**config.mk**
```make
export PLATFORM = sky130hd
export DESIGN_NAME = xxhash32_stream
export DESIGN_NICKNAME = d
export VERILOG_FILES = /design/src/xxh32_pkg.sv /design/src/xxh32_ctrl.sv /design/src/xxh32_dp.sv /design/src/xxhash32_stream.sv
export SDC_FILE = /design/constraint.sdc
export NUM_CORES = 2
export LEC_CHECK = 0
export BUFFER_PORTS_ARGS = -buffer_cell sky130_fd_sc_hd__buf_2
export CAP_MARGIN = 20
export CORE_MARGIN = 8
export CORE_UTILIZATION = 59
export DETAILED_ROUTE_END_ITERATION = 7
export GPL_ROUTABILITY_DRIVEN = 0
export HOLD_SLACK_MARGIN = 0.02
export PLACE_DENSITY = 0.79
export SYNTH_ARGS = -nofsm -noshare
export SYNTH_HDL_FRONTEND = slang
export SYNTH_HIERARCHICAL = 1
export SYNTH_SLANG_ARGS = --single-unit
```
**constraint.sdc**
```tcl
create_clock -name clk -period 12.3 [get_ports clk]
set_input_delay 1.23 -clock clk [delete_from_list [all_inputs] [get_ports clk]]
set_output_delay 1.23 -clock clk [all_outputs]
set_load 0.01 [all_outputs]
```
**src/xxh32_pkg.sv**
```systemverilog
// xxh32_pkg: shared types, primes and helpers for the streaming xxh32 block
// used by xxh32_ctrl, xxh32_dp and xxhash32_stream; no other dependencies
`timescale 1ns / 1ps

package xxh32_pkg;

  localparam logic [31:0] PRIME1 = 32'h9E37_79B1;
  localparam logic [31:0] PRIME2 = 32'h85EB_CA77;
  localparam logic [31:0] PRIME3 = 32'hC2B2_AE3D;
  localparam logic [31:0] PRIME4 = 32'h27D4_EB2F;
  localparam logic [31:0] PRIME5 = 32'h1656_67B1;

  localparam logic [31:0] SEED_RESET = PRIME1;
  // lane 0 starts at seed + prime 1 + prime 2, modulo 2^32
  localparam logic [31:0] LANE0_BIAS = PRIME1 + PRIME2;

  localparam logic [2:0] FULL_COUNT = 3'd4;
  localparam logic [1:0] STRIPE_FILL = 2'd3;
  localparam logic [1:0] LAST_LANE = 2'd3;

  // datapath operations issued by the controller
  typedef enum logic [3:0] {
    OP_NONE,
    OP_LANE_MUL,
    OP_LANE_ACC,
    OP_CONV_A,
    OP_CONV_B,
    OP_PEND_MUL,
    OP_PEND_ACC,
    OP_BYTE_MUL,
    OP_BYTE_ACC,
    OP_AV1,
    OP_AV2,
    OP_EMIT
  } dp_op_t;

  typedef enum logic [3:0] {
    ST_IDLE,
    ST_LANE_MUL,
    ST_LANE_ACC,
    ST_CONV_A,
    ST_CONV_B,
    ST_PEND_MUL,
    ST_PEND_ACC,
    ST_BYTE_MUL,
    ST_BYTE_ACC,
    ST_AV1,
    ST_AV2,
    ST_EMIT
  } ctl_state_t;

  typedef struct packed {
    logic   accept;
    dp_op_t op;
  } dp_cmd_t;

  typedef struct packed {
    logic stripe_go;  // incoming item completes a stripe
    logic in_last;    // incoming item closes the message
    logic cur_last;   // item in work closes the message
    logic has_pend;
    logic pend_end;
    logic has_bytes;
    logic byte_end;
    logic lane_end;
    logic out_free;
  } dp_sts_t;

  function automatic logic [31:0] rotl32(input logic [31:0] x, input int unsigned r);
    return (x << r) | (x >> (32 - r));
  endfunction

endpackage

```
**src/xxh32_ctrl.sv**
```systemverilog
// xxh32_ctrl: sequencer for the xxh32 datapath
// depends on xxh32_pkg for the state, command and status types
`timescale 1ns / 1ps

module xxh32_ctrl import xxh32_pkg::*; (
  input  logic    clk,
  input  logic    rst,
  input  logic    in_valid,
  input  dp_sts_t sts,
  output dp_cmd_t cmd,
  output logic    in_stall
);

  ctl_state_t state, state_next;

  always_ff @(posedge clk) begin
    if (rst) begin
      state <= ST_IDLE;
    end else begin
      state <= state_next;
    end
  end

  always_comb begin
    state_next = state;
    cmd.accept = 1'b0;
    cmd.op     = OP_NONE;
    in_stall   = (state != ST_IDLE);
    unique case (state)
      ST_IDLE: begin
        if (in_valid) begin
          cmd.accept = 1'b1;
          if (sts.stripe_go) begin
            state_next = ST_LANE_MUL;
          end else if (sts.in_last) begin
            state_next = ST_CONV_A;
          end
        end
      end
      ST_LANE_MUL: begin
        cmd.op     = OP_LANE_MUL;
        state_next = ST_LANE_ACC;
      end
      ST_LANE_ACC: begin
        cmd.op = OP_LANE_ACC;
        if (!sts.lane_end) begin
          state_next = ST_LANE_MUL;
        end else if (sts.cur_last) begin
          state_next = ST_CONV_A;
        end else begin
          state_next = ST_IDLE;
        end
      end
      ST_CONV_A: begin
        cmd.op     = OP_CONV_A;
        state_next = ST_CONV_B;
      end
      ST_CONV_B: begin
        cmd.op = OP_CONV_B;
        if (sts.has_pend) begin
          state_next = ST_PEND_MUL;
        end else if (sts.has_bytes) begin
          state_next = ST_BYTE_MUL;
        end else begin
          state_next = ST_AV1;
        end
      end
      ST_PEND_MUL: begin
        cmd.op     = OP_PEND_MUL;
        state_next = ST_PEND_ACC;
      end
      ST_PEND_ACC: begin
        cmd.op = OP_PEND_ACC;
        if (!sts.pend_end) begin
          state_next = ST_PEND_MUL;
        end else if (sts.has_bytes) begin
          state_next = ST_BYTE_MUL;
        end else begin
          state_next = ST_AV1;
        end
      end
      ST_BYTE_MUL: begin
        cmd.op     = OP_BYTE_MUL;
        state_next = ST_BYTE_ACC;
      end
      ST_BYTE_ACC: begin
        cmd.op     = OP_BYTE_ACC;
        state_next = sts.byte_end ? ST_AV1 : ST_BYTE_MUL;
      end
      ST_AV1: begin
        cmd.op     = OP_AV1;
        state_next = ST_AV2;
      end
      ST_AV2: begin
        cmd.op     = OP_AV2;
        state_next = ST_EMIT;
      end
      ST_EMIT: begin
        // wait here while the previous hash is still held downstream
        if (sts.out_free) begin
          cmd.op     = OP_EMIT;
          state_next = ST_IDLE;
        end
      end
      default: begin
        state_next = ST_IDLE;
      end
    endcase
  end

endmodule

```
**src/xxh32_dp.sv**
```systemverilog
// xxh32_dp: lanes, pending words, length, shared multiplier and output register
// depends on xxh32_pkg for primes, rotate helper and command/status types
`timescale 1ns / 1ps

module xxh32_dp import xxh32_pkg::*; (
  input  logic        clk,
  input  logic        rst,
  input  logic        seed_we,
  input  logic [31:0] seed_data,
  input  logic [31:0] data_word,
  input  logic [2:0]  byte_count,
  input  logic        last,
  input  logic        out_stall,
  input  dp_cmd_t     cmd,
  output dp_sts_t     sts,
  output logic        out_valid,
  output logic [31:0] hash_value
);

  logic [31:0] seed;
  logic [31:0] lane [4];
  logic [31:0] pend [3];
  logic [1:0]  pend_cnt;
  logic [31:0] byte_len;
  logic        long_msg;
  logic        fresh;
  logic [31:0] cur_word;
  logic [2:0]  cur_cnt;
  logic        cur_last;
  logic [1:0]  idx;
  logic [31:0] prod;
  logic [31:0] h;
  logic [31:0] hash_reg;

  logic [2:0]  cnt_sat;
  logic [1:0]  pend_eff;
  logic [31:0] len_base;
  logic [31:0] pend_w;
  logic [31:0] lane_w;
  logic [7:0]  byte_sel;
  logic [31:0] mul_a;
  logic [31:0] mul_b;
  logic [31:0] mul_lo;
  logic        out_free;

  // an item that is not last always counts four bytes
  assign cnt_sat  = (!last || byte_count > FULL_COUNT) ? FULL_COUNT : byte_count;
  assign pend_eff = fresh ? 2'd0 : pend_cnt;
  assign len_base = fresh ? 32'd0 : byte_len;

  always_comb begin
    case (idx)
      2'd0:    pend_w = pend[0];
      2'd1:    pend_w = pend[1];
      2'd2:    pend_w = pend[2];
      default: pend_w = 32'd0;
    endcase
  end

  assign lane_w   = (idx == LAST_LANE) ? cur_word : pend_w;
  assign byte_sel = 8'(cur_word >> {idx, 3'b000});

  // one shared multiplier, low word only
  always_comb begin
    mul_a = 32'd0;
    mul_b = 32'd0;
    unique case (cmd.op)
      OP_LANE_MUL: begin
        mul_a = lane_w;
        mul_b = PRIME2;
      end
      OP_LANE_ACC: begin
        mul_a = rotl32(lane[idx] + prod, 13);
        mul_b = PRIME1;
      end
      OP_PEND_MUL: begin
        mul_a = pend_w;
        mul_b = PRIME3;
      end
      OP_PEND_ACC: begin
        mul_a = rotl32(h + prod, 17);
        mul_b = PRIME4;
      end
      OP_BYTE_MUL: begin
        mul_a = {24'd0, byte_sel};
        mul_b = PRIME5;
      end
      OP_BYTE_ACC: begin
        mul_a = rotl32(h + prod, 11);
        mul_b = PRIME1;
      end
      OP_AV1: begin
        mul_a = h ^ (h >> 15);
        mul_b = PRIME2;
      end
      OP_AV2: begin
        mul_a = h ^ (h >> 13);
        mul_b = PRIME3;
      end
      default: begin
        mul_a = 32'd0;
        mul_b = 32'd0;
      end
    endcase
  end

  assign mul_lo   = mul_a * mul_b;
  assign out_free = !out_valid || !out_stall;

  // control state
  always_ff @(posedge clk) begin
    if (rst) begin
      seed      <= SEED_RESET;
      pend_cnt  <= 2'd0;
      byte_len  <= 32'd0;
      long_msg  <= 1'b0;
      fresh     <= 1'b1;
      cur_cnt   <= 3'd0;
      cur_last  <= 1'b0;
      idx       <= 2'd0;
      out_valid <= 1'b0;
    end else begin
      if (seed_we) begin
        seed <= seed_data;
      end
      if (cmd.accept) begin
        cur_cnt  <= cnt_sat;
        cur_last <= last;
        idx      <= 2'd0;
        byte_len <= len_base + {29'd0, cnt_sat};
        fresh    <= 1'b0;
        if (fresh) begin
          long_msg <= 1'b0;
        end
        if (cnt_sat == FULL_COUNT) begin
          if (pend_eff == STRIPE_FILL) begin
            pend_cnt <= 2'd0;
            long_msg <= 1'b1;
          end else begin
            pend_cnt <= pend_eff + 2'd1;
          end
        end else begin
          pend_cnt <= pend_eff;
        end
      end
      unique case (cmd.op)
        OP_LANE_ACC, OP_BYTE_ACC: begin
          idx <= idx + 2'd1;
        end
        OP_PEND_ACC: begin
          idx <= sts.pend_end ? 2'd0 : idx + 2'd1;
        end
        OP_CONV_B: begin
          idx <= 2'd0;
        end
        OP_EMIT: begin
          fresh    <= 1'b1;
          pend_cnt <= 2'd0;
        end
        default: begin
        end
      endcase
      if (cmd.op == OP_EMIT) begin
        out_valid <= 1'b1;
      end else if (out_valid && !out_stall) begin
        out_valid <= 1'b0;
      end
    end
  end

  // payload
  always_ff @(posedge clk) begin
    if (cmd.accept) begin
      cur_word <= data_word;
      if (fresh) begin
        lane[0] <= seed + LANE0_BIAS;
        lane[1] <= seed + PRIME2;
        lane[2] <= seed;
        lane[3] <= seed - PRIME1;
      end
      if (cnt_sat == FULL_COUNT && pend_eff != STRIPE_FILL) begin
        pend[pend_eff] <= data_word;
      end
    end
    unique case (cmd.op)
      OP_LANE_MUL, OP_PEND_MUL, OP_BYTE_MUL: begin
        prod <= mul_lo;
      end
      OP_LANE_ACC: begin
        lane[idx] <= mul_lo;
      end
      OP_PEND_ACC, OP_BYTE_ACC, OP_AV1, OP_AV2: begin
        h <= mul_lo;
      end
      OP_CONV_A: begin
        h <= long_msg ? rotl32(lane[0], 1) + rotl32(lane[1], 7) + rotl32(lane[2], 12)
                      : seed + PRIME5;
      end
      OP_CONV_B: begin
        h <= h + byte_len + (long_msg ? rotl32(lane[3], 18) : 32'd0);
      end
      OP_EMIT: begin
        hash_reg <= h ^ (h >> 16);
      end
      default: begin
      end
    endcase
  end

  assign hash_value = hash_reg;

  always_comb begin
    sts.stripe_go = (cnt_sat == FULL_COUNT) && (pend_eff == STRIPE_FILL);
    sts.in_last   = last;
    sts.cur_last  = cur_last;
    sts.has_pend  = (pend_cnt != 2'd0);
    sts.pend_end  = (idx == pend_cnt - 2'd1);
    sts.has_bytes = !cur_cnt[2] && (cur_cnt != 3'd0);
    sts.byte_end  = (idx == cur_cnt[1:0] - 2'd1);
    sts.lane_end  = (idx == LAST_LANE);
    sts.out_free  = out_free;
  end

endmodule

```
**src/xxhash32_stream.sv**
```systemverilog
// a word that closes neither a stripe nor the message is taken with no stall; the word that
// closes a stripe runs four lane rounds of two multiplier passes each; a last item then
// runs the two converge steps, a pass pair per pending word and per tail byte, and the
// three finish steps before the hash shows; all rounds share one 32x32 multiplier
// reset: synchronous, seed back to its default, no message open, no hash held
// top level: xxh32_ctrl sequencer plus xxh32_dp datapath, types from xxh32_pkg
`timescale 1ns / 1ps

module xxhash32_stream import xxh32_pkg::*; (
  input  logic        clk,
  input  logic        rst,
  // seed register write port
  input  logic        seed_we,
  input  logic [31:0] seed_data,
  // message words in
  input  logic        in_valid,
  output logic        in_stall,
  input  logic [31:0] data_word,
  input  logic [2:0]  byte_count,
  input  logic        last,
  // hash out
  output logic        out_valid,
  input  logic        out_stall,
  output logic [31:0] hash_value
);

  // command and status between sequencer and datapath
  dp_cmd_t cmd;
  dp_sts_t sts;

  // the sequencer takes an item only when idle; the hash sits in its own
  // output register so a new message can start while it waits downstream
  xxh32_ctrl u_ctrl (
    .clk      (clk),
    .rst      (rst),
    .in_valid (in_valid),
    .sts      (sts),
    .cmd      (cmd),
    .in_stall (in_stall)
  );

  // lanes load from the seed on the first item of each message; the short
  // message start uses the seed register as it stands at the converge step
  xxh32_dp u_dp (
    .clk        (clk),
    .rst        (rst),
    .seed_we    (seed_we),
    .seed_data  (seed_data),
    .data_word  (data_word),
    .byte_count (byte_count),
    .last       (last),
    .out_stall  (out_stall),
    .cmd        (cmd),
    .sts        (sts),
    .out_valid  (out_valid),
    .hash_value (hash_value)
  );

endmodule
```
==> impl_metrics.sql <==
INSERT INTO impl_metrics (metric_group, metric, value, unit) VALUES
('finish', 'final_design_area_no_fill', '48400', 'sq um'),
('clock_network', 'clock_sink_count', '433', ''),
('die', 'die_h', '290', 'um'),
('critical_path', 'worst_path_most_repeated_cell', 'fa_1', ''),
('synth', 'synthMuxAreaShare', '3.85', '%'),
('grt', 'grt_pass1_vias', '36700', ''),
('synth', 'synth-edff-count', '352', ''),
('routing', 'drt_first_iter_violations', '6116', ''),
('synth', 'synth_top_family_by_area', 'adder cells', ''),
('grt', 'grt_max_degree', '77', ''),
('synth', 'yosysSeqAreaShare', '27.5', '%'),
('critical_path', 'setup.worst_path.start_class', 'flip-flop', ''),
('grt', 'grt_first_pass_wirelength', '236', 'mm'),
('finish', 'most_common_cell_after_layout_fill_and_taps_aside', 'inv_1', ''),
('timing', 'setup_viol_count_final', '0', ''),
('synth', 'syn-cell-area', '44300', 'sq um'),
('synth', 'synth-compound-area-share', '14.1', '%'),
('critical_path', 'timing_worst_setup_path_type', 'reg -> reg', ''),
('synth', 'synth_fp_nets', '5313', ''),
('synth', 'synth_top_cell_area_share', '23.8', '%'),
('clock_network', 'cts_max_path_buffers', '3', ''),
('routing', 'vias_per_cell', '6.65', ''),
('clock_network', 'cts_root_buf', 'clkbuf_16', ''),
('worst_hold_path', 'worst_hold_path.num_cells', '2', ''),
('routing', 'route.final.wire_length', '161', 'mm'),
('routing', 'drc_errors', '368', ''),
('timing', 'skew', '0.0302', 'ns'),
('worst_hold_path', 'hold_path_startpoint', 'u_dp/cur_cnt[1]$_SDFFE_PP0P_', ''),
('clock_network', 'tritoncts', 'yes', ''),
('synth', 'post_synth_fa_ha_maj_area_fraction', '28.8', '%'),
('finish', 'layout_common_cells', 'inv_1 (568), fa_1 (473), nand2_1 (403), nor2_1 (381), edfxtp_1 (352)', ''),
('synth', 'synth_async_sr_flop_share', '0', '%'),
('routing', 'drt_pre_antenna_iters', '8', ''),
('synth', 'synth_simple_gate_area_share', '12.0', '%'),
('timing', 'drv_slew', '0', ''),
('timing', 'setup-tns-final', '0', 'ns'),
('finish', 'relative_area_change_from_synthesis_to_final_layout', '9.25', '%'),
('clock_network', 'cts-htree-levels', '2', ''),
('synth', 'post_synth.cell_area_avg', '9.85', 'sq um'),
('critical_path', 'worst_setup_path_end_kind', 'flip-flop', ''),
('timing', 'worstMarginPinSlew', '1.16', 'ns'),
('clock_network', 'clk_pin_slew', '0.09', 'ns'),
('die', 'core_region_area', '74400', 'sq um'),
('finish', 'post_route_cells_drive_above_1_share', '11.5', '%'),
('timing', 'fin_ws', '0.312', 'ns'),
('synth', 'synth_top_cells_by_area', 'edfxtp_1 (24%), fa_1 (21%), ha_1 (7.5%)', ''),
('die', 'fp.dieArea', '84200', 'sq um'),
('job', 'max_cap_viol_count', '0', ''),
('timing', 'finalCritPeriodShare', '97.5', '%'),
('status', 'violations', 'DRC', ''),
('critical_path', 'critical_path.max_stage_delay', '0.54', 'ns'),
('finish', 'finalCoreUtilization', '65.1', '%'),
('synth', 'yosys.area.top_type', 'edfxtp_1', ''),
('critical_path', 'timing.critical_path.required', '12.67', 'ns'),
('status', 'run_status', 'finished with violations', ''),
('routing', 'post_drt_wl_per_cell', '28.5', 'um'),
('clock_network', 'worst_skew_pair.late_latency', '0.61', 'ns'),
('synth', 'synthCells', '4502', ''),
('grt', 'initial_antenna_violation_count', '9', ''),
('die', 'die_width', '290', 'um'),
('critical_path', 'critical_path.max_fanout', '6', ''),
('worst_hold_path', 'hold_class', 'reg -> reg', ''),
('timing', 'finalWorstPathRequiredPeriod', '11.99', 'ns'),
('synth', 'yosys.area_share.xor_xnor', '6.97', '%'),
('routing', 'drt.antenna.violating_nets', '0', ''),
('die', 'pin_count', '107', ''),
('grt', 'gr_util_all_layers', '37.4', '%'),
('timing', 'final-hold-violation-count', '0', ''),
('synth', 'synth.yosys.warnings', '6', ''),
('timing', 'fmax', '83.4', 'MHz'),
('synth', 'synth.distinct_cells', '111', '');
## flip-flops by register name, summed over array words and instances (netlist names), 2 cells and up, named ones only
name,flops
u_dp/pend,96
u_dp/lane,128
u_dp/pend_cnt,2
u_dp/hash_value,32
u_dp/cur_cnt,3
u_dp/cur_word,32
u_dp/h,32
u_dp/seed,32
u_dp/idx,2
u_dp/byte_len,32
u_ctrl/state,4
u_dp/prod,32
## cell families (layout without fill, tap and decap cells)
logic type               count (synthesis)  count (layout)
buffers and inverters                  787             959
other                                    0               7
XOR/XNOR                               337             337
adder cells (fa/ha/maj)                738             738
AND/OR/NAND/NOR                       1171            1171
AO/OA/AOI/OAI                          919             919
flip-flops                             433             433
multiplexers                           117             117
## cells in the mapped netlist, types with 52 or more instances
master and instances:
a21o_1 64, a21oi_1 263, and2_1 52, clkbuf_1 155, dfxtp_1 81, edfxtp_1 352
fa_1 473, ha_1 265, inv_1 568, nand2_1 407, nand2b_1 56, nand3_1 52
nor2_1 389, o21ai_0 177, xnor2_1 199, xor2_1 127
## critical path, delay by kind of cell, from the launching register on
kind	cells	cell delay [ns]
AND/OR/NAND/NOR	6	0.94
buffers and inverters	4	0.54
adder cells (fa/ha/maj)	9	4.14
XOR/XNOR	13	3.00
flip-flops	1	0.39
AO/OA/AOI/OAI	10	2.01
multiplexers	2	0.72
## final cells by class
class | instances | area (sq um)
multi-input cells | 3282 | 29400
inverters | 575 | 2160
clock buffers | 62 | 1230
flip-flops and latches | 433 | 12200
fillers | 5705 | 26000
diodes | 7 | 17.5
well taps | 969 | 1210
repair buffers | 301 | 2020
clock inverters | 21 | 176
## metrics by stage
step / instances / hold slack [ns]
after global placement: 5556 / 0.462
after detailed placement: 5557 / 0.478
after CTS: 5640 / 0.488
final: 5650 / 0.496
after global routing: 5643 / 0.500
after floorplan: 4502 / 0.424
## routing by layer
metal	wire, um	share of wire [%]	GRT usage [%]
met5	184	0.11	1.10
met4	16100	10	28.1
met3	27200	17	16.6
met2	64700	40	52.5
met1	53100	33	44.8
## final timing paths
path | end | slack [ns]
setup reg to reg | u_dp/lane[0][31]$_DFFE_PP_ | 0.31
setup / recovery | u_dp/lane[0][31]$_DFFE_PP_ | 0.31
hold / removal | u_dp/cur_cnt[1]$_SDFFE_PP0P_ | 0.50
hold reg to reg | u_dp/cur_cnt[1]$_SDFFE_PP0P_ | 0.50
## repair_timing
item,CTS,global route
resized for setup,2,35
pin swaps,0,4
setup endpoints to repair,4,6
hold buffers,0,0
setup buffers,0,2
Power is not shown: default switching activity piles up to over one toggle a cycle in this logic, so the estimate is an artifact.
